## config.mk

```make
export PLATFORM = sky130hd
export DESIGN_NAME = base64_stream_codec
export DESIGN_NICKNAME = d
export VERILOG_FILES = /design/src/rtl/core/b64c_pkg.sv /design/src/rtl/core/b64c_front.sv /design/src/rtl/core/b64c_queue.sv /design/src/rtl/core/b64c_back.sv /design/src/rtl/core/base64_stream_codec.sv
export SDC_FILE = /design/constraint.sdc
export NUM_CORES = 1
export LEC_CHECK = 0
export BUFFER_PORTS_ARGS = -buffer_cell sky130_fd_sc_hd__buf_4
export CAP_MARGIN = 20
export CORE_MARGIN = 2
export CORE_UTILIZATION = 40
export CTS_CLUSTER_SIZE = 40
export DETAILED_ROUTE_END_ITERATION = 10
export HOLD_SLACK_MARGIN = 0.02
export PLACE_DENSITY_LB_ADDON = 0.1
export SLEW_MARGIN = 25
export SYNTH_ARGS = -nofsm -noshare
export SYNTH_HDL_FRONTEND = slang
export SYNTH_SLANG_ARGS = --single-unit
```

## constraint.sdc

```tcl
create_clock -name clk -period 5.2 [get_ports clk]
set_clock_uncertainty 0.2 [all_clocks]
set_input_delay 0.52 -clock clk [delete_from_list [all_inputs] [get_ports clk]]
set_output_delay 0.52 -clock clk [all_outputs]
set_load 0.1 [all_outputs]
```

## src/rtl/core/b64c_pkg.sv

```systemverilog
// Shared types, constants and alphabet functions for the Base64 stream codec.
// No dependencies; imported by every module of the codec.
package b64c_pkg;

  // Configuration register indexes.
  localparam logic [1:0] CFG_DECODE_MODE  = 2'd0;
  localparam logic [1:0] CFG_URL_ALPHABET = 2'd1;
  localparam logic [1:0] CFG_PAD_OUTPUT   = 2'd2;

  // Job queue between front and back.
  localparam int QDEPTH = 4;
  localparam int QPTR_W = $clog2(QDEPTH);
  localparam int QCNT_W = $clog2(QDEPTH + 1);

  // Characters.
  localparam logic [7:0] CHAR_PAD   = 8'h3D; // '='
  localparam logic [7:0] CHAR_PLUS  = 8'h2B; // '+'
  localparam logic [7:0] CHAR_SLASH = 8'h2F; // '/'
  localparam logic [7:0] CHAR_DASH  = 8'h2D; // '-'
  localparam logic [7:0] CHAR_UNDER = 8'h5F; // '_'

  // One job: the 1 to 4 results caused by one accepted item.
  typedef struct packed {
    logic [3:0][7:0] bytes;    // bytes[0] goes out first
    logic [1:0]      count_m1; // number of results minus one
    logic            has_data; // 0 for a bare end marker
    logic            bad;      // error flag of a bare end marker
    logic            last;     // final result of the job ends the message
  } job_t;

  // 6-bit value to alphabet character.
  function automatic logic [7:0] sym_char(input logic [5:0] v, input logic url);
    logic [7:0] c;
    if (v < 6'd26) begin
      c = 8'h41 + {2'b00, v};
    end else if (v < 6'd52) begin
      c = 8'h61 + {2'b00, v - 6'd26};
    end else if (v < 6'd62) begin
      c = 8'h30 + {2'b00, v - 6'd52};
    end else if (v == 6'd62) begin
      c = url ? CHAR_DASH : CHAR_PLUS;
    end else begin
      c = url ? CHAR_UNDER : CHAR_SLASH;
    end
    return c;
  endfunction

  // Character to {valid, 6-bit value}.
  function automatic logic [6:0] sym_value(input logic [7:0] c, input logic url);
    logic [7:0] d;
    logic [6:0] r;
    d = 8'h00;
    r = 7'h00;
    if (c inside {[8'h41:8'h5A]}) begin
      d = c - 8'h41;
      r = {1'b1, d[5:0]};
    end else if (c inside {[8'h61:8'h7A]}) begin
      d = c - 8'h61 + 8'd26;
      r = {1'b1, d[5:0]};
    end else if (c inside {[8'h30:8'h39]}) begin
      d = c - 8'h30 + 8'd52;
      r = {1'b1, d[5:0]};
    end else if (url && c == CHAR_DASH) begin
      r = {1'b1, 6'd62};
    end else if (url && c == CHAR_UNDER) begin
      r = {1'b1, 6'd63};
    end else if (!url && c == CHAR_PLUS) begin
      r = {1'b1, 6'd62};
    end else if (!url && c == CHAR_SLASH) begin
      r = {1'b1, 6'd63};
    end
    return r;
  endfunction

endpackage

```

## src/rtl/core/b64c_front.sv

```systemverilog
// Front end: configuration registers, item intake, group state and job build.
// Depends on b64c_pkg.
module b64c_front import b64c_pkg::*; (
  input  logic       clk,
  input  logic       rst,
  input  logic       push,
  output logic       full,
  input  logic [7:0] in_byte,
  input  logic       in_last,
  input  logic       cfg_valid,
  output logic       cfg_ready,
  input  logic [1:0] cfg_index,
  input  logic       cfg_data,
  input  logic       q_full,
  output logic       q_push,
  output job_t       q_job
);

  logic        decode_mode, url_alphabet, pad_output;
  logic [23:0] group_bits, group_bits_next;
  logic [1:0]  group_fill, group_fill_next;
  logic        pad_seen, pad_seen_next;
  logic        error_seen, error_seen_next;

  logic        accept;
  logic        emit;
  job_t        job;
  logic [2:0]  fill_inc;
  logic [23:0] enc_bits, enc_tail;
  logic [6:0]  sv;
  logic [23:0] dec_bits;

  assign full      = q_full;
  assign cfg_ready = 1'b1;
  assign accept    = push && !q_full;
  assign q_push    = accept && emit;
  assign q_job     = job;

  assign fill_inc = {1'b0, group_fill} + 3'd1;
  assign enc_bits = {group_bits[15:0], in_byte};
  assign enc_tail = (fill_inc == 3'd2) ? {enc_bits[15:0], 8'h00} : {enc_bits[7:0], 16'h0000};
  assign sv       = sym_value(in_byte, url_alphabet);
  assign dec_bits = {group_bits[17:0], sv[5:0]};

  always_comb begin
    group_bits_next = group_bits;
    group_fill_next = group_fill;
    pad_seen_next   = pad_seen;
    error_seen_next = error_seen;
    emit            = 1'b0;
    job             = '0;
    job.has_data    = 1'b1;
    job.last        = in_last;

    if (!decode_mode) begin
      if (fill_inc == 3'd3) begin
        emit           = 1'b1;
        job.bytes[0]   = sym_char(enc_bits[23:18], url_alphabet);
        job.bytes[1]   = sym_char(enc_bits[17:12], url_alphabet);
        job.bytes[2]   = sym_char(enc_bits[11:6], url_alphabet);
        job.bytes[3]   = sym_char(enc_bits[5:0], url_alphabet);
        job.count_m1   = 2'd3;
        group_bits_next = '0;
        group_fill_next = '0;
      end else begin
        group_bits_next = enc_bits;
        group_fill_next = fill_inc[1:0];
        if (in_last) begin
          // partial group flush
          emit         = 1'b1;
          job.bytes[0] = sym_char(enc_tail[23:18], url_alphabet);
          job.bytes[1] = sym_char(enc_tail[17:12], url_alphabet);
          if (fill_inc == 3'd2) begin
            job.bytes[2] = sym_char(enc_tail[11:6], url_alphabet);
            job.bytes[3] = CHAR_PAD;
            job.count_m1 = pad_output ? 2'd3 : 2'd2;
          end else begin
            job.bytes[2] = CHAR_PAD;
            job.bytes[3] = CHAR_PAD;
            job.count_m1 = pad_output ? 2'd3 : 2'd1;
          end
        end
      end
    end else begin
      if (!error_seen) begin
        if (in_byte == CHAR_PAD) begin
          pad_seen_next = 1'b1;
        end else if (pad_seen || !sv[6]) begin
          error_seen_next = 1'b1;
        end else if (fill_inc == 3'd4) begin
          emit            = 1'b1;
          job.bytes[0]    = dec_bits[23:16];
          job.bytes[1]    = dec_bits[15:8];
          job.bytes[2]    = dec_bits[7:0];
          job.count_m1    = 2'd2;
          group_bits_next = '0;
          group_fill_next = '0;
        end else begin
          group_bits_next = dec_bits;
          group_fill_next = fill_inc[1:0];
        end
      end
      // tail flush: 1 symbol -> 1 byte, 2 -> 1, 3 -> 2
      if (in_last && !error_seen_next && group_fill_next != 2'd0) begin
        emit = 1'b1;
        case (group_fill_next)
          2'd1: begin
            job.bytes[0] = {group_bits_next[5:0], 2'b00};
            job.count_m1 = 2'd0;
          end
          2'd2: begin
            job.bytes[0] = group_bits_next[11:4];
            job.count_m1 = 2'd0;
          end
          default: begin
            job.bytes[0] = group_bits_next[17:10];
            job.bytes[1] = group_bits_next[9:2];
            job.count_m1 = 2'd1;
          end
        endcase
      end
    end

    // nothing to flush at message end: bare end marker
    if (in_last && !emit) begin
      emit         = 1'b1;
      job.has_data = 1'b0;
      job.bad      = decode_mode && error_seen_next;
      job.count_m1 = 2'd0;
    end

    if (in_last) begin
      group_bits_next = '0;
      group_fill_next = '0;
      pad_seen_next   = 1'b0;
      error_seen_next = 1'b0;
    end
  end

  always_ff @(posedge clk) begin
    if (rst) begin
      decode_mode  <= 1'b0;
      url_alphabet <= 1'b0;
      pad_output   <= 1'b1;
      group_bits   <= '0;
      group_fill   <= '0;
      pad_seen     <= 1'b0;
      error_seen   <= 1'b0;
    end else if (cfg_valid && cfg_ready) begin
      case (cfg_index)
        CFG_DECODE_MODE: begin
          decode_mode <= cfg_data;
          group_bits  <= '0;
          group_fill  <= '0;
          pad_seen    <= 1'b0;
          error_seen  <= 1'b0;
        end
        CFG_URL_ALPHABET: url_alphabet <= cfg_data;
        CFG_PAD_OUTPUT:   pad_output   <= cfg_data;
        default: ;
      endcase
    end else if (accept) begin
      group_bits <= group_bits_next;
      group_fill <= group_fill_next;
      pad_seen   <= pad_seen_next;
      error_seen <= error_seen_next;
    end
  end

endmodule

```

## src/rtl/core/b64c_queue.sv

```systemverilog
// Small register FIFO of jobs between front and back.
// Depends on b64c_pkg.
module b64c_queue import b64c_pkg::*; (
  input  logic clk,
  input  logic rst,
  input  logic wr,
  input  job_t wr_job,
  output logic q_full,
  input  logic rd,
  output logic rd_valid,
  output job_t rd_job
);

  job_t              slots [QDEPTH];
  logic [QPTR_W-1:0] wptr, rptr;
  logic [QCNT_W-1:0] cnt;

  assign q_full   = (cnt == QCNT_W'(QDEPTH));
  assign rd_valid = (cnt != '0);
  assign rd_job   = slots[rptr];

  always_ff @(posedge clk) begin
    if (wr) begin
      slots[wptr] <= wr_job;
    end
  end

  always_ff @(posedge clk) begin
    if (rst) begin
      wptr <= '0;
      rptr <= '0;
      cnt  <= '0;
    end else begin
      if (wr) begin
        wptr <= wptr + 1'b1;
      end
      if (rd) begin
        rptr <= rptr + 1'b1;
      end
      case ({wr, rd})
        2'b10:   cnt <= cnt + 1'b1;
        2'b01:   cnt <= cnt - 1'b1;
        default: cnt <= cnt;
      endcase
    end
  end

endmodule

```

## src/rtl/core/b64c_back.sv

```systemverilog
// Back end: splits each job into results and holds the result output register.
// Depends on b64c_pkg.
module b64c_back import b64c_pkg::*; (
  input  logic       clk,
  input  logic       rst,
  input  logic       q_valid,
  input  job_t       q_job,
  output logic       q_pop,
  output logic       empty,
  input  logic       pop,
  output logic [7:0] out_byte,
  output logic       has_data,
  output logic       bad_input,
  output logic       out_last
);

  job_t       cur;
  logic       cur_valid;
  logic [1:0] idx;
  logic       out_valid;
  logic       advance, cur_done;

  assign empty    = !out_valid;
  assign advance  = cur_valid && (!out_valid || pop);
  assign cur_done = (idx == cur.count_m1);
  assign q_pop    = q_valid && (!cur_valid || (advance && cur_done));

  always_ff @(posedge clk) begin
    if (rst) begin
      cur_valid <= 1'b0;
      idx       <= '0;
      out_valid <= 1'b0;
    end else begin
      if (advance) begin
        out_valid <= 1'b1;
      end else if (pop) begin
        out_valid <= 1'b0;
      end
      if (q_pop) begin
        cur_valid <= 1'b1;
        idx       <= '0;
      end else if (advance) begin
        if (cur_done) begin
          cur_valid <= 1'b0;
        end
        idx <= idx + 1'b1;
      end
    end
  end

  always_ff @(posedge clk) begin
    if (q_pop) begin
      cur <= q_job;
    end
    if (advance) begin
      out_byte  <= cur.has_data ? cur.bytes[idx] : 8'h00;
      has_data  <= cur.has_data;
      bad_input <= cur.bad;
      out_last  <= cur.last && cur_done;
    end
  end

endmodule

```

## src/rtl/core/base64_stream_codec.sv

```systemverilog
// Top level of the streaming Base64 codec: front end, job queue, back end.
// Depends on b64c_pkg, b64c_front, b64c_queue and b64c_back.
//
// Streaming Base64 (RFC 4648) encoder/decoder, one byte per item on a queue-style
// interface (push/full in, empty/pop out). Encoding turns every 3 bytes into 4
// characters and flushes a partial group, with optional '=' fill, on the item
// flagged in_last; decoding turns 4 symbols into 3 bytes, drops trailing '=', and
// flushes a 1- to 3-symbol tail at message end. A decode error (bad character, or
// anything but '=' after '=') suppresses all later data of the message; its end
// comes out as a bare marker (has_data 0) with bad_input 1, and the whole message
// should be discarded. Every message ends with exactly one result with out_last 1.
// Rate: the front end takes one item per cycle unless the queue is full; the back
// end emits one result per cycle from its output register while pop keeps up, so
// encoding throughput is set by the result port (4 results per 3 items).
// A 4-entry job queue between the two absorbs bursts; push sees full only when
// that queue is full. Results pass the queue, current-job and output registers.
// Configuration writes (cfg_ready is always high) are to be made while the block
// is idle; writing decode_mode also clears the message state.
module base64_stream_codec import b64c_pkg::*; (
  input  logic       clk,
  input  logic       rst,
  // item input
  input  logic       push,
  output logic       full,
  input  logic [7:0] in_byte,
  input  logic       in_last,
  // result output
  output logic       empty,
  input  logic       pop,
  output logic [7:0] out_byte,
  output logic       has_data,
  output logic       bad_input,
  output logic       out_last,
  // configuration write channel
  input  logic       cfg_valid,
  output logic       cfg_ready,
  input  logic [1:0] cfg_index,
  input  logic       cfg_data
);

  logic q_full, q_push, q_valid, q_pop;
  job_t q_wr_job, q_rd_job;

  // front: config, intake, group assembly
  b64c_front u_front (
    .clk       (clk),
    .rst       (rst),
    .push      (push),
    .full      (full),
    .in_byte   (in_byte),
    .in_last   (in_last),
    .cfg_valid (cfg_valid),
    .cfg_ready (cfg_ready),
    .cfg_index (cfg_index),
    .cfg_data  (cfg_data),
    .q_full    (q_full),
    .q_push    (q_push),
    .q_job     (q_wr_job)
  );

  // jobs waiting for the result port
  b64c_queue u_queue (
    .clk      (clk),
    .rst      (rst),
    .wr       (q_push),
    .wr_job   (q_wr_job),
    .q_full   (q_full),
    .rd       (q_pop),
    .rd_valid (q_valid),
    .rd_job   (q_rd_job)
  );

  // back: one result per cycle while pop keeps up
  b64c_back u_back (
    .clk       (clk),
    .rst       (rst),
    .q_valid   (q_valid),
    .q_job     (q_rd_job),
    .q_pop     (q_pop),
    .empty     (empty),
    .pop       (pop),
    .out_byte  (out_byte),
    .has_data  (has_data),
    .bad_input (bad_input),
    .out_last  (out_last)
  );

endmodule
```

# After elaboration in Yosys (flattened, before gate mapping)
# Memories as Yosys holds them, arrays and structs flattened. A register that Yosys moved wholly into a read port is not among the register bits.
# Index checks and enable logic that the tools add are counted.
[word_totals]
register_bits = 47
ramBits = 148
inputBits = 17
output_inout_bits = 14
elab_cells = 271
memories = 1
[mem_list]
columns = ["memory", "words", "word_bits", "rd", "rd_ports_with_merged_regs", "write_ports", "line", "source"]
rows = [
  ["u_queue.slots", 4, 37, 1, 1, 1, "b64c_queue.sv:14", "job_t slots [QDEPTH];"],
]
[classes]
add_sub_neg = 46
order_cmp = 28
n_eq_ne = 25
n_mux = 109
n_reduce_logical = 45
[op_table]
columns = ["cell", "count"]
rows = [
  ["8-bit two-way mux", 32],
  ["18-bit two-way mux", 11],
  ["26-bit two-way mux", 5],
  ["7-bit by 6-bit adder with 8-bit output (first input constant)", 14],
  ["6-bit < comparator (second input constant)", 14],
  ["34-bit two-way mux", 2],
  ["7-bit two-way mux", 8],
  ["6-bit subtractor (second input constant)", 9],
  ["6-bit by 6-bit adder with 7-bit output (first input constant)", 7],
  ["6-bit == test (second input constant)", 7],
  ["6-bit by 5-bit < comparator with 1-bit output (second input constant)", 7],
  ["6-bit by 5-bit subtractor with 6-bit output (second input constant)", 7],
  ["8-bit by 6-bit == test with 1-bit output (second input constant)", 4],
  ["1-bit two-way mux", 32],
  ["2-bit two-way mux", 13],
  ["24-bit two-way mux", 1],
  ["10-bit case mux with 2 select lines", 1],
  ["1-bit logical AND", 17],
  ["8-bit binary-select mux with 2-bit select", 1],
  ["8-bit by 7-bit greater-or-equal comparator with 1-bit output (second input constant)", 2],
  ["8-bit by 7-bit less-or-equal comparator with 1-bit output (second input constant)", 2],
  ["2-bit nonzero test", 6],
  ["2-bit AND reduction", 5],
  ["3-bit nonzero test", 3],
  ["other kinds (26)", 43],
]

# Depth between registers and ports, before layout
# Gate-level depths: netlist (run 1).
[depth]
ltp_word = 26
mapped_depth = 18
depth_no_buf = 16

# By module
# A second synthesis (run 1) with hierarchy kept.
[hier_totals]
cells_unflattened = 1261
hier_area_um2 = 14097.3
[modules_own_cells]
columns = ["mod", "instances", "cells_each", "area_each_um2", "seq_area_each_um2"]
rows = [
  ["b64c_front", 1, 934, 6342.3, 500.5],
  ["b64c_queue", 1, 236, 5821.8, 4624.4],
  ["b64c_back", 1, 91, 1933.1, 1521.5],
]

# Worst setup path before layout (run 1)
# Ideal clock, no wire load.
[synth_timing]
path_kind = "input to register"
start = "input in_byte[2]"
end = "memory u_queue.slots[0][11] (netlist name) (data pin)"
setup_time_ns = 0.286
t_arrival_ns = 4.084
required_time_ns = 4.714
setup_slack_ns = 0.630
cell_stages = 17
n_path_buf = 3
cell_sequence = "clkbuf_1 -> inv_1 -> ha_1 -> nor2b_1 -> o311a_1 -> o32a_1 -> a21oi_1 -> buf_2 -> mux2i_1 -> ha_1 -> inv_1 -> nor2_1 -> o21ai_1 -> clkbuf_1 -> nor2_1 -> nor3_1 -> o21ai_0"
[synth_lines]
columns = ["item", "line", "source"]
rows = [
  ["from (decl)", "base64_stream_codec.sv:25", "input logic [7:0] in_byte,"],
  ["to (decl)", "b64c_queue.sv:14", ""],
]

==> results by group, run 1 <==
Final layout
  – Layout cells sized above 1: 12.94%
  – Area growth, synth to finish: 11.55%
  – Multi-input logic area: 6660 sq um
  – Finished Layout Cells: 1,723
  – Final net count: 1,356
  – Filler cells: 3,187
  – Antenna diode count: 0
  – Reg area: 6614 sq um

Clocking
  – H-tree depth: 1
  – Total clock sinks: 232
  – CTS max path bufs: 3
  – Cts hold-fix bufs: 0
  – Setup Buffers After CTS: 0
  – Clk_lat worst skew: 510 ps
  – Total CTS buffers: 24
  – CTS root buf: clkbuf_16
  – Post-cts resize count: 0
  – CTS tree: yes
  – CTS clk-pin slew, worst paths: 60 ps

Pwr
  – PwrDens: 379.8 nW/um^2
  – P_leak: 5.296 nW
  – Max VDD drop: 573.4 uV

Setup path
  – Crit path buffers/inverters: 4
  – CP Max Fanout: 7
  – CP endpoint kind: register
  – Slowest cell on crit path: o21ai_0
  – Crit-path max cell delay: 570 ps
  – Crit path kind: input port to register
  – Worst path top cell family by delay: compound AO/OA/AOI/OAI gates
  – WP data arrival: 4530 ps
  – Worst path required time: 5210 ps
  – Most used cell, CP: inv_1
  – Critical-path cell list: buf_4, inv_1, ha_1, nor4bb_1, or2_1, o32a_1, a211o_1, nor2_1, a21oi_1, inv_1, ha_1, inv_1, nand2_1, o22ai_1, a22oi_1, o311a_1, o21ai_0
  – Nature of the critical path startpoint: input port

Placement
  – Dpl ws: 354.2 ps
  – Final HPWL DP: 28.30 mm
  – Port buffer count: 29
  – GPL Wtd Cong: 0.9769
  – Cell Count Post-Placement: 1,679

STA
  – Tcrit/Tclk final: 86.83%
  – Hold Violations, Final: 0
  – Slew @ Worst Pin: 959.4 ps
  – Setup TNS: 0 ps
  – Final min period: 4515 ps
  – Worst Slack Setup Final: 685.0 ps
  – Final Max Slew Viols: 0
  – Endpoints failing setup: 0
  – RSZ-0062 raised after global routing: false
  – Fmax: 221.5 MHz
  – Slew margin rel.: 35.37%

Run
  – Max-cap viol count: 0

Global routing
  – Tot GR Track Use: 22.07%
  – First-pass GRT wire length: 60.30 mm
  – Grt ovf: 0
  – Vias in the first global route: 9,762
  – Initial antenna violation count: 0
  – Met2 usage: 34.66%
  – GRT met3 Usage: 4.300%
  – Top Usage Layer GRT: met2
  – Met1 global-route usage: 30.48%
  – Largest net degree at the start of global routing: 43

Drt
  – Post-DRT Antenna Nets: 0
  – Final WL: 39.53 mm
  – Wirelength per Cell: 22.94 um
  – Routed vias: 10,080
  – 1st-pass router iterations: 6
  – Vias/cell: 5.852
  – Drt drc: 0
  – DRT iter0 DRCs: 853

Floorplanning
  – Initial core utilization: 40.84%
  – Total core area: 33,700 sq um
  – Std cell rows: 67
  – Die X: 189.5 um
  – Die area: 35,910 sq um
  – IO Pins: 31
  – Die Ht: 189.5 um

Logic synthesis
  – Count leader, synth: edfxtp_1
  – Avg Cell Area, Syn: 11.06 sq um
  – Cell Area, Synth: 13,760 sq um
  – Yosys cell types: 76
  – Post-synth EDFFs: 196
  – Flops & latches, synth: 232
  – Mapped Cells: 1,244
  – Syn Nets: 1,343
  – Synth top area cells: edfxtp_1, ha_1, mux4_2
  – Post-synth ARST share: 0%
  – Largest area contributor in the netlist: edfxtp_1
  – Synth warn: 0
  – Predominant post-synthesis flop cell: edfxtp_1
  – Area fraction of the dominant cell type after synthesis: 42.76%
  – Post-synthesis sequential area ratio: 48.00%
  – Top cells by count, synth: edfxtp_1, nand2_1, a21oi_1, ha_1, o21ai_0

Worst hold path
  – Hold Crit Class: input port to register

Outcome
  – Status: completed
cell usage in the layout (no fill, tap or decap), types with 9 or more instances in the layout:
cell       count
a211oi_1      14
a21o_1        10
a21oi_1       85
a22oi_1       20
a31oi_1       23
and2_1        10
buf_4         58
clkbuf_1       9
clkbuf_16     25
dfxtp_1       34
edfxtp_1     196
ha_1          81
inv_1         54
mux2i_1       15
mux4_2        45
nand2_1       94
nand2b_1      17
nand3_1       29
nand4_1       17
nor2_1        69
nor2b_1       12
nor3_1        31
nor3b_1       11
o211ai_1      12
o21a_1        10
o21ai_0       75
o22ai_1       10
or3_1         10
xnor2_1       45
xor2_1        33
path summary, 6_finish.rpt:
path / startpoint / to / slack (ps) / cells past startpoint
setup reg to reg: u_front.group_fill[0]$_SDFFE_PP0P_ / u_queue.slots[0][14]$_DFFE_PP_ / 730 / 10
hold reg to reg: u_back.cur[1]$_DFFE_PP_ / u_back.bad_input$_DFFE_PP_ / 230 / 0
hold / removal: cfg_data / u_front.pad_output$_SDFFE_PP1P_ / 50 / 3
setup / recovery: in_byte[2] / u_queue.slots[3][7]$_DFFE_PP_ / 690 / 17
metrics by stage:
step / hold slack [ps] / utilization [%] / area (sq um) / total power, mW
floorplan: 200.3 / - / 13760 / 3.694
global placement: 211.2 / 43.18 / 14550 / 4.160
detailed placement: 216.8 / 43.19 / 14550 / 4.172
CTS: 27.23 / 45.55 / 15350 / 5.917
global route: 58.75 / 45.56 / 15350 / 6.104
finish: 45.45 / 45.56 / 15350 / 5.831
worst min-delay path, stage by stage:
cell      delay (ps)
buf_4             90
mux2i_1           60
nand2b_1          60
where the power goes:
part | leakage, nW | switching [mW] | internal, mW
logic | 2.81 | 0.919 | 0.578
clock network | 0.387 | 0.681 | 1.05
registers | 2.10 | 0.213 | 2.39
metal layers:
layer | share of wire (%) | vias up
met5 | 0 | -
met4 | 3.6 | 0
met3 | 7.6 | 82
met2 | 45 | 372
met1 | 44 | 4918
li1 | - | 4711
kinds of logic after synthesis:
kind of cell               count (synthesis)  synth area share [%]
adders and majority gates                 82                 7.509
and+or+nand+nor                          334                 12.01
muxes                                     65                 8.864
AOI/OAI and AO/OA                        322                 14.90
xor gates and xnor gates                  78                 4.964
other                                      1               0.02725
buffers and inverters                    130                 3.727
DFF                                      232                 48.00
state kept, by name, indices dropped and copies added, names as in the netlist, 2 cells and up:
name                cells
u_back.cur             37
u_back.idx              2
u_back.out_byte         8
u_front.group_bits     18
u_front.group_fill      2
u_queue.cnt             3
u_queue.rptr            2
u_queue.slots         148
u_queue.wptr            2
final cells by class:
type | instances | area share (%)
Tap cell | 448 | 3.651
Clock inverter | 9 | 0.7987
Sequential cell | 232 | 43.08
Timing Repair Buffer | 62 | 3.358
Multi-Input combinational cell | 882 | 43.38
Inverter | 55 | 1.345
Clock buffer | 35 | 4.385
No activity file was read; power rests on OpenSTA's default activity.
==> inputs of run 2 (changes only) <==
CELL_PAD_IN_SITES_DETAIL_PLACEMENT = 1   (was not set)
CELL_PAD_IN_SITES_GLOBAL_PLACEMENT = 2   (was not set)
CORE_UTILIZATION = 43   (was 40)
==> results by group, run 2 (same netlist as run 1, synthesis figures left out) <==
Global routing
  – Vias in the first global route: 10,300 (+5.5%)
  – Grt ovf: 0 (unchanged)
  – Tot GR Track Use: 26.49% (+4.4 points)
  – Largest net degree at the start of global routing: 43 (unchanged)
  – First-pass GRT wire length: 66.40 mm (+10%)
  – Initial antenna violation count: 1 (+1)

Drt
  – Vias/cell: 6.129 (+4.7%)
  – Wirelength per Cell: 26.23 um (+14%)
  – DRT iter0 DRCs: 712 (-17%)
  – Final WL: 43.91 mm (+11%)
  – Routed vias: 10,260 (+1.8%)
  – 1st-pass router iterations: 5 (-1)
  – Post-DRT Antenna Nets: 0 (unchanged)
  – Drt drc: 0 (unchanged)

Placement
  – Port buffer count: 29 (unchanged)
  – Final HPWL DP: 32.18 mm (+14%)
  – Dpl ws: 274.1 ps (-80.08 ps)
  – Post-Place Cell Area: 14,460 sq um (-0.63%)
  – GPL Wtd Cong: 0.9129 (-6.6%)

Final layout
  – Final net count: 1,357 (+0.074%)
  – Largest register by flop count: u_queue.slots
  – Largest registers: u_queue.slots x148, u_back.cur x37, u_front.group_bits x18
  – Area growth, synth to finish: 10.45%
  – Commonest non-fill, non-tap cells in the layout: edfxtp_1, nand2_1, a21oi_1
  – Most common cell after layout, fill and taps aside: edfxtp_1
  – Layout cells sized above 1: 13.13% (+0.19 points)
  – Antenna diode count: 0 (unchanged)
  – Max reg flops: 148 (unchanged)
  – Final cell area excluding filler cells: 15,200 sq um (-0.99%)

Pwr
  – Sw frac: 32.46% (+1.4 points)
  – P_leak: 5.267 nW (-0.56%)
  – Power Total: 5.793 mW (-0.65%)
  – PwrDens: 381.1 nW/um^2 (+0.34%)
  – Max VDD drop: 310.1 uV (-46%)
  – Internal: 3.913 mW (-2.6%)
  – Combinational share of power: 26.5% (+0.8 points)
  – Switching pwr: 1.881 mW (+3.7%)
  – Reg power frac: 45.0% (+0.3 points)
  – Clock power share: 28.5% (-1.1 points)

STA
  – Worst Slack Setup Final: 697.1 ps (+12.08 ps)
  – Fmax: 222.1 MHz (+0.27%)
  – Slew margin rel.: 27.53% (-7.8 points)
  – Setup TNS: 0 ps (unchanged)
  – RSZ-0062 raised after global routing: false
  – Endpoints failing setup: 0 (unchanged)
  – Hold Violations, Final: 0 (unchanged)
  – Final min period: 4503 ps (-12.07 ps)
  – Tcrit/Tclk final: 86.59% (-0.23 points)
  – Slew @ Worst Pin: 1081 ps (+121.8 ps)
  – Final Max Slew Viols: 0 (unchanged)

Floorplanning
  – IO Pins: 31 (unchanged)
  – Die Ht: 182.9 um (-3.5%)
  – Std cell rows: 65 (-3.0%)
  – Initial core utilization: 43.62% (+2.8 points)
  – Die area: 33,450 sq um (-6.8%)
  – Die X: 182.9 um (-3.5%)
  – Total core area: 31,560 sq um (-6.4%)

Clocking
  – Clk_lat worst skew: 520 ps (about the same)
  – CTS root buf: clkbuf_16
  – CTS clk-pin slew, worst paths: 60 ps (about the same)
  – Total clock sinks: 232 (unchanged)
  – H-tree depth: 1 (unchanged)
  – Total CTS buffers: 24 (unchanged)
  – Setup Buffers After CTS: 0 (unchanged)
  – Post-cts resize count: 0 (unchanged)
  – Cts hold-fix bufs: 0 (unchanged)
  – CTS tree: yes
  – CTS max path bufs: 3 (unchanged)

Setup path
  – CP endpoint kind: register
  – Crit-path max cell delay: 620 ps (+50 ps)
  – Crit path kind: input port to register
  – Worst path required time: 5230 ps (+20 ps)
  – CP Max Fanout: 8 (+1)
  – WP data arrival: 4530 ps (about the same)
  – Slowest cell on crit path: nor3_1
  – Reg-to-reg slack, setup: 850 ps (+120 ps)
  – Nature of the critical path startpoint: input port
  – Critical-path cell list: buf_4, inv_1, ha_1, nor2b_1, o311a_1, o32a_1, a21oi_2, mux2i_1, ha_1, inv_1, nand3_1, nand2_1, nor3_1, a221oi_1, o21a_1, o21ai_0

Worst hold path
  – Hold Crit Class: input port to register

Run
  – Max-cap viol count: 0 (unchanged)

Outcome
  – Status: completed
run 2: cell type report:
class                           count  area, sq um
Clock buffer                       28        615.6
Timing Repair Buffer               63        473.0
Fill cell                        3397        16350
Sequential cell                   232         6611
Clock inverter                     12        122.6
Tap cell                          402        503.0
Multi-Input combinational cell    882         6669
Inverter                           55        206.4
run 2: worst paths after layout:
path / from / endpoint / cells after the start
worst min register to register: u_back.cur[1]$_DFFE_PP_ / u_back.bad_input$_DFFE_PP_ / 0
worst min-delay path: cfg_data / u_front.pad_output$_SDFFE_PP1P_ / 3
worst max register to register: u_front.url_alphabet$_SDFFE_PP0P_ / u_queue.slots[2][6]$_DFFE_PP_ / 13
worst max-delay path: in_byte[2] / u_queue.slots[2][6]$_DFFE_PP_ / 16
run 2: metal layers:
metal / track usage, % / wire, um
met5: 0 / 0
met4: 8.608 / 1508
met2: 43.00 / 20360
met3: 3.435 / 2009
met1: 37.05 / 20030
run 2: power groups by stage:
stage	Sequential [mW]	Combinational [mW]	Clock [mW]
global placement	2.65	1.52	0
detailed placement	2.66	1.54	0
finish	2.61	1.53	1.65
floorplan	2.72	0.971	0
CTS	2.62	1.54	1.68
global route	2.64	1.65	1.75
run 2: stage by stage:
| step | utilization [%] | cells | hold WS (ps) |
|---|---|---|---|
| CTS | 48.17 | 1674 | 27.13 |
| detailed placement | 45.83 | 1634 | 213.5 |
| floorplan | - | 1244 | 200.3 |
| global placement | 45.82 | 1634 | 224.7 |
| global route | 48.17 | 1674 | 38.77 |
| finish | 48.17 | 1674 | 53.82 |
run 2: critical path, delay by kind of cell:
family / cells / cell delay [ps]
AOI/OAI and AO/OA: 6 / 1780
adders and majority gates: 2 / 500
buffers and inverters: 3 / 340
muxes: 1 / 380
and+or+nand+nor: 4 / 1000
==> inputs of run 3 (changes only) <==
REMOVE_ABC_BUFFERS = 1   (was not set)
==> results by group, run 3 (same netlist as run 1, synthesis figures left out) <==
Outcome
  – Status: completed

Global routing
  – GRT met3 Usage: 2.482% (-0.95 points)
  – Met1 global-route usage: 35.33% (-1.7 points)
  – Vias in the first global route: 10,650 (+3.4%)
  – Met2 usage: 44.85% (+1.9 points)
  – Tot GR Track Use: 25.85% (-0.64 points)
  – First-pass GRT wire length: 65.93 mm (-0.71%)
  – Largest net degree at the start of global routing: 44 (+2.3%)
  – Initial antenna violation count: 0 (-1)
  – Top Usage Layer GRT: met2
  – Grt ovf: 0 (unchanged)

Final layout
  – Layout cells sized above 1: 13.72% (+0.59 points)
  – Max reg flops: 148 (unchanged)
  – Area growth, synth to finish: 11.39%
  – Most common cell after layout, fill and taps aside: edfxtp_1
  – Commonest non-fill, non-tap cells in the layout: edfxtp_1, nand2_1, a21oi_1
  – Largest registers: u_queue.slots x148, u_back.cur x37, u_front.group_bits x18
  – Filler cells: 3,362 (-1.0%)
  – Final cell area excluding filler cells: 15,330 sq um (+0.86%)
  – Final net count: 1,365 (+0.59%)
  – Largest register by flop count: u_queue.slots
  – Finished Layout Cells: 1,686 (+0.72%)

Clocking
  – Total CTS buffers: 24 (unchanged)
  – Post-cts resize count: 0 (unchanged)
  – CTS tree: yes
  – H-tree depth: 1 (unchanged)
  – CTS clk-pin slew, worst paths: 70 ps (about the same)
  – Setup Buffers After CTS: 0 (unchanged)
  – Clk_lat worst skew: 510 ps (about the same)
  – Cts hold-fix bufs: 0 (unchanged)
  – Total clock sinks: 232 (unchanged)
  – CTS max path bufs: 3 (unchanged)
  – CTS root buf: clkbuf_16

Setup path
  – Worst path top cell family by delay: compound AO/OA/AOI/OAI gates
  – Most used cell, CP: inv_1
  – Crit-path max cell delay: 480 ps (-140 ps)
  – Slowest cell on crit path: o21ai_1
  – Crit path buffers/inverters: 5 (+2)
  – Crit path kind: input port to register
  – CP Max Fanout: 12 (+4)
  – Critical-path cell list: buf_4, inv_1, ha_1, nor4bb_1, or2_1, o32a_1, a211o_1, nor2_1, a21oi_1, inv_1, ha_1, inv_1, nor2_1, o21ai_1, buf_4, nand4_1, o211a_1, a21oi_1
  – Nature of the critical path startpoint: input port
  – WP data arrival: 4490 ps (-40 ps)
  – Worst path required time: 5300 ps (+70 ps)
  – CP endpoint kind: register

STA
  – Final Max Slew Viols: 0 (unchanged)
  – Worst Slack Setup Final: 802.7 ps (+105.6 ps)
  – Slew margin rel.: 35.19% (+7.7 points)
  – Hold Violations, Final: 0 (unchanged)
  – Endpoints failing setup: 0 (unchanged)
  – Tcrit/Tclk final: 84.56% (-2.0 points)
  – RSZ-0062 raised after global routing: false
  – Setup TNS: 0 ps (unchanged)
  – Slew @ Worst Pin: 966.9 ps (-114.3 ps)
  – Final min period: 4397 ps (-105.6 ps)
  – Fmax: 227.4 MHz (+2.4%)

Pwr
  – PwrDens: 383.9 nW/um^2 (+0.74%)
  – Power Total: 5.886 mW (+1.6%)
  – P_leak: 5.334 nW (+1.3%)
  – Max VDD drop: 315.7 uV (+1.8%)

Floorplanning
  – Die X: 182.9 um (unchanged)
  – Std cell rows: 65 (unchanged)
  – Initial core utilization: 43.62% (unchanged)
  – Total core area: 31,560 sq um (unchanged)
  – Die area: 33,450 sq um (unchanged)
  – Die Ht: 182.9 um (unchanged)
  – IO Pins: 31 (unchanged)

Drt
  – Post-DRT Antenna Nets: 0 (unchanged)
  – Routed vias: 10,230 (-0.31%)
  – Drt drc: 0 (unchanged)
  – Final WL: 42.50 mm (-3.2%)
  – 1st-pass router iterations: 5 (unchanged)
  – Vias/cell: 6.066 (-1.0%)
  – Wirelength per Cell: 25.20 um (-3.9%)
  – DRT iter0 DRCs: 737 (+3.5%)

Placement
  – Port buffer count: 29 (unchanged)
  – Final HPWL DP: 31.55 mm (-2.0%)
  – GPL Wtd Cong: 0.9137 (about the same)
  – Cell Count Post-Placement: 1,642 (+0.49%)
  – Dpl ws: 362.4 ps (+88.34 ps)
  – Post-Place Cell Area: 14,520 sq um (+0.40%)

Run
  – Max-cap viol count: 0 (unchanged)

Worst hold path
  – Hold Crit Class: input port to register
-- run 3: cell count changes in the layout (fill, tap and decap cells not counted) --
cell	before	now
clkinvlp_2	0	1
clkinv_1	5	2
inv_6	1	0
clkbuf_1	4	9
bufinv_16	2	4
clkbuf_16	24	25
clkinv_8	1	0
buf_4	63	71
diode_2	0	1
clkinv_2	2	1
-- run 3: final timing paths --
| check | start | endpoint | slack (ps) | cells past startpoint |
|---|---|---|---|---|
| worst max-delay path | in_byte[2] | u_queue.slots[2][16]$_DFFE_PP_ | 800 | 18 |
| worst min-delay path | cfg_data | u_front.url_alphabet$_SDFFE_PP0P_ | 60 | 3 |
| worst max register to register | u_front.group_fill[0]$_SDFFE_PP0P_ | u_queue.slots[2][6]$_DFFE_PP_ | 1000 | 14 |
| worst min register to register | u_back.cur[1]$_DFFE_PP_ | u_back.bad_input$_DFFE_PP_ | 240 | 0 |
-- run 3: cell type report --
class	count	area [sq um]	share of cell area, %
clock buffer	34	659.4	4.301
inverter	55	206.4	1.347
sequential	232	6611	43.12
multi-input combinational	882	6669	43.50
clock inverter	9	146.4	0.9549
timing repair buffer	71	533.0	3.477
antenna	1	2.502	0.01632
tap	402	503.0	3.281
-- run 3: report_power, final --
part | internal (mW) | total [mW] | switching [mW]
clock network | 1.08 | 1.77 | 0.685
logic | 0.578 | 1.51 | 0.933
registers | 2.39 | 2.61 | 0.218
-- run 3: per-layer routing --
layer,routed length (um),up-vias
met5,0,-
met2,20560,241
li1,-,4726
met3,1708,57
met4,879,0
met1,19340,5204
-- run 3: worst register-to-register path, stage by stage (launching register included) --
cell       delay [ps]
dfxtp_1           460
ha_1              400
buf_4             240
mux2i_1           230
buf_4             180
inv_1              60
ha_1              250
a21oi_1           260
o21a_1            380
nor3_1             70
a2111oi_0         550
buf_4             210
a221oi_1           80
o21a_1            170
o21ai_0           190
-- run 3: through the flow --
stage	utilization, %	hold WS [ps]
2_1_floorplan	-	200.3
3_3_place_gp	46.02	217.0
3_5_place_dp	46.02	226.3
4_1_cts	48.57	44.47
5_1_grt	48.58	55.50
6_report	48.58	61.93
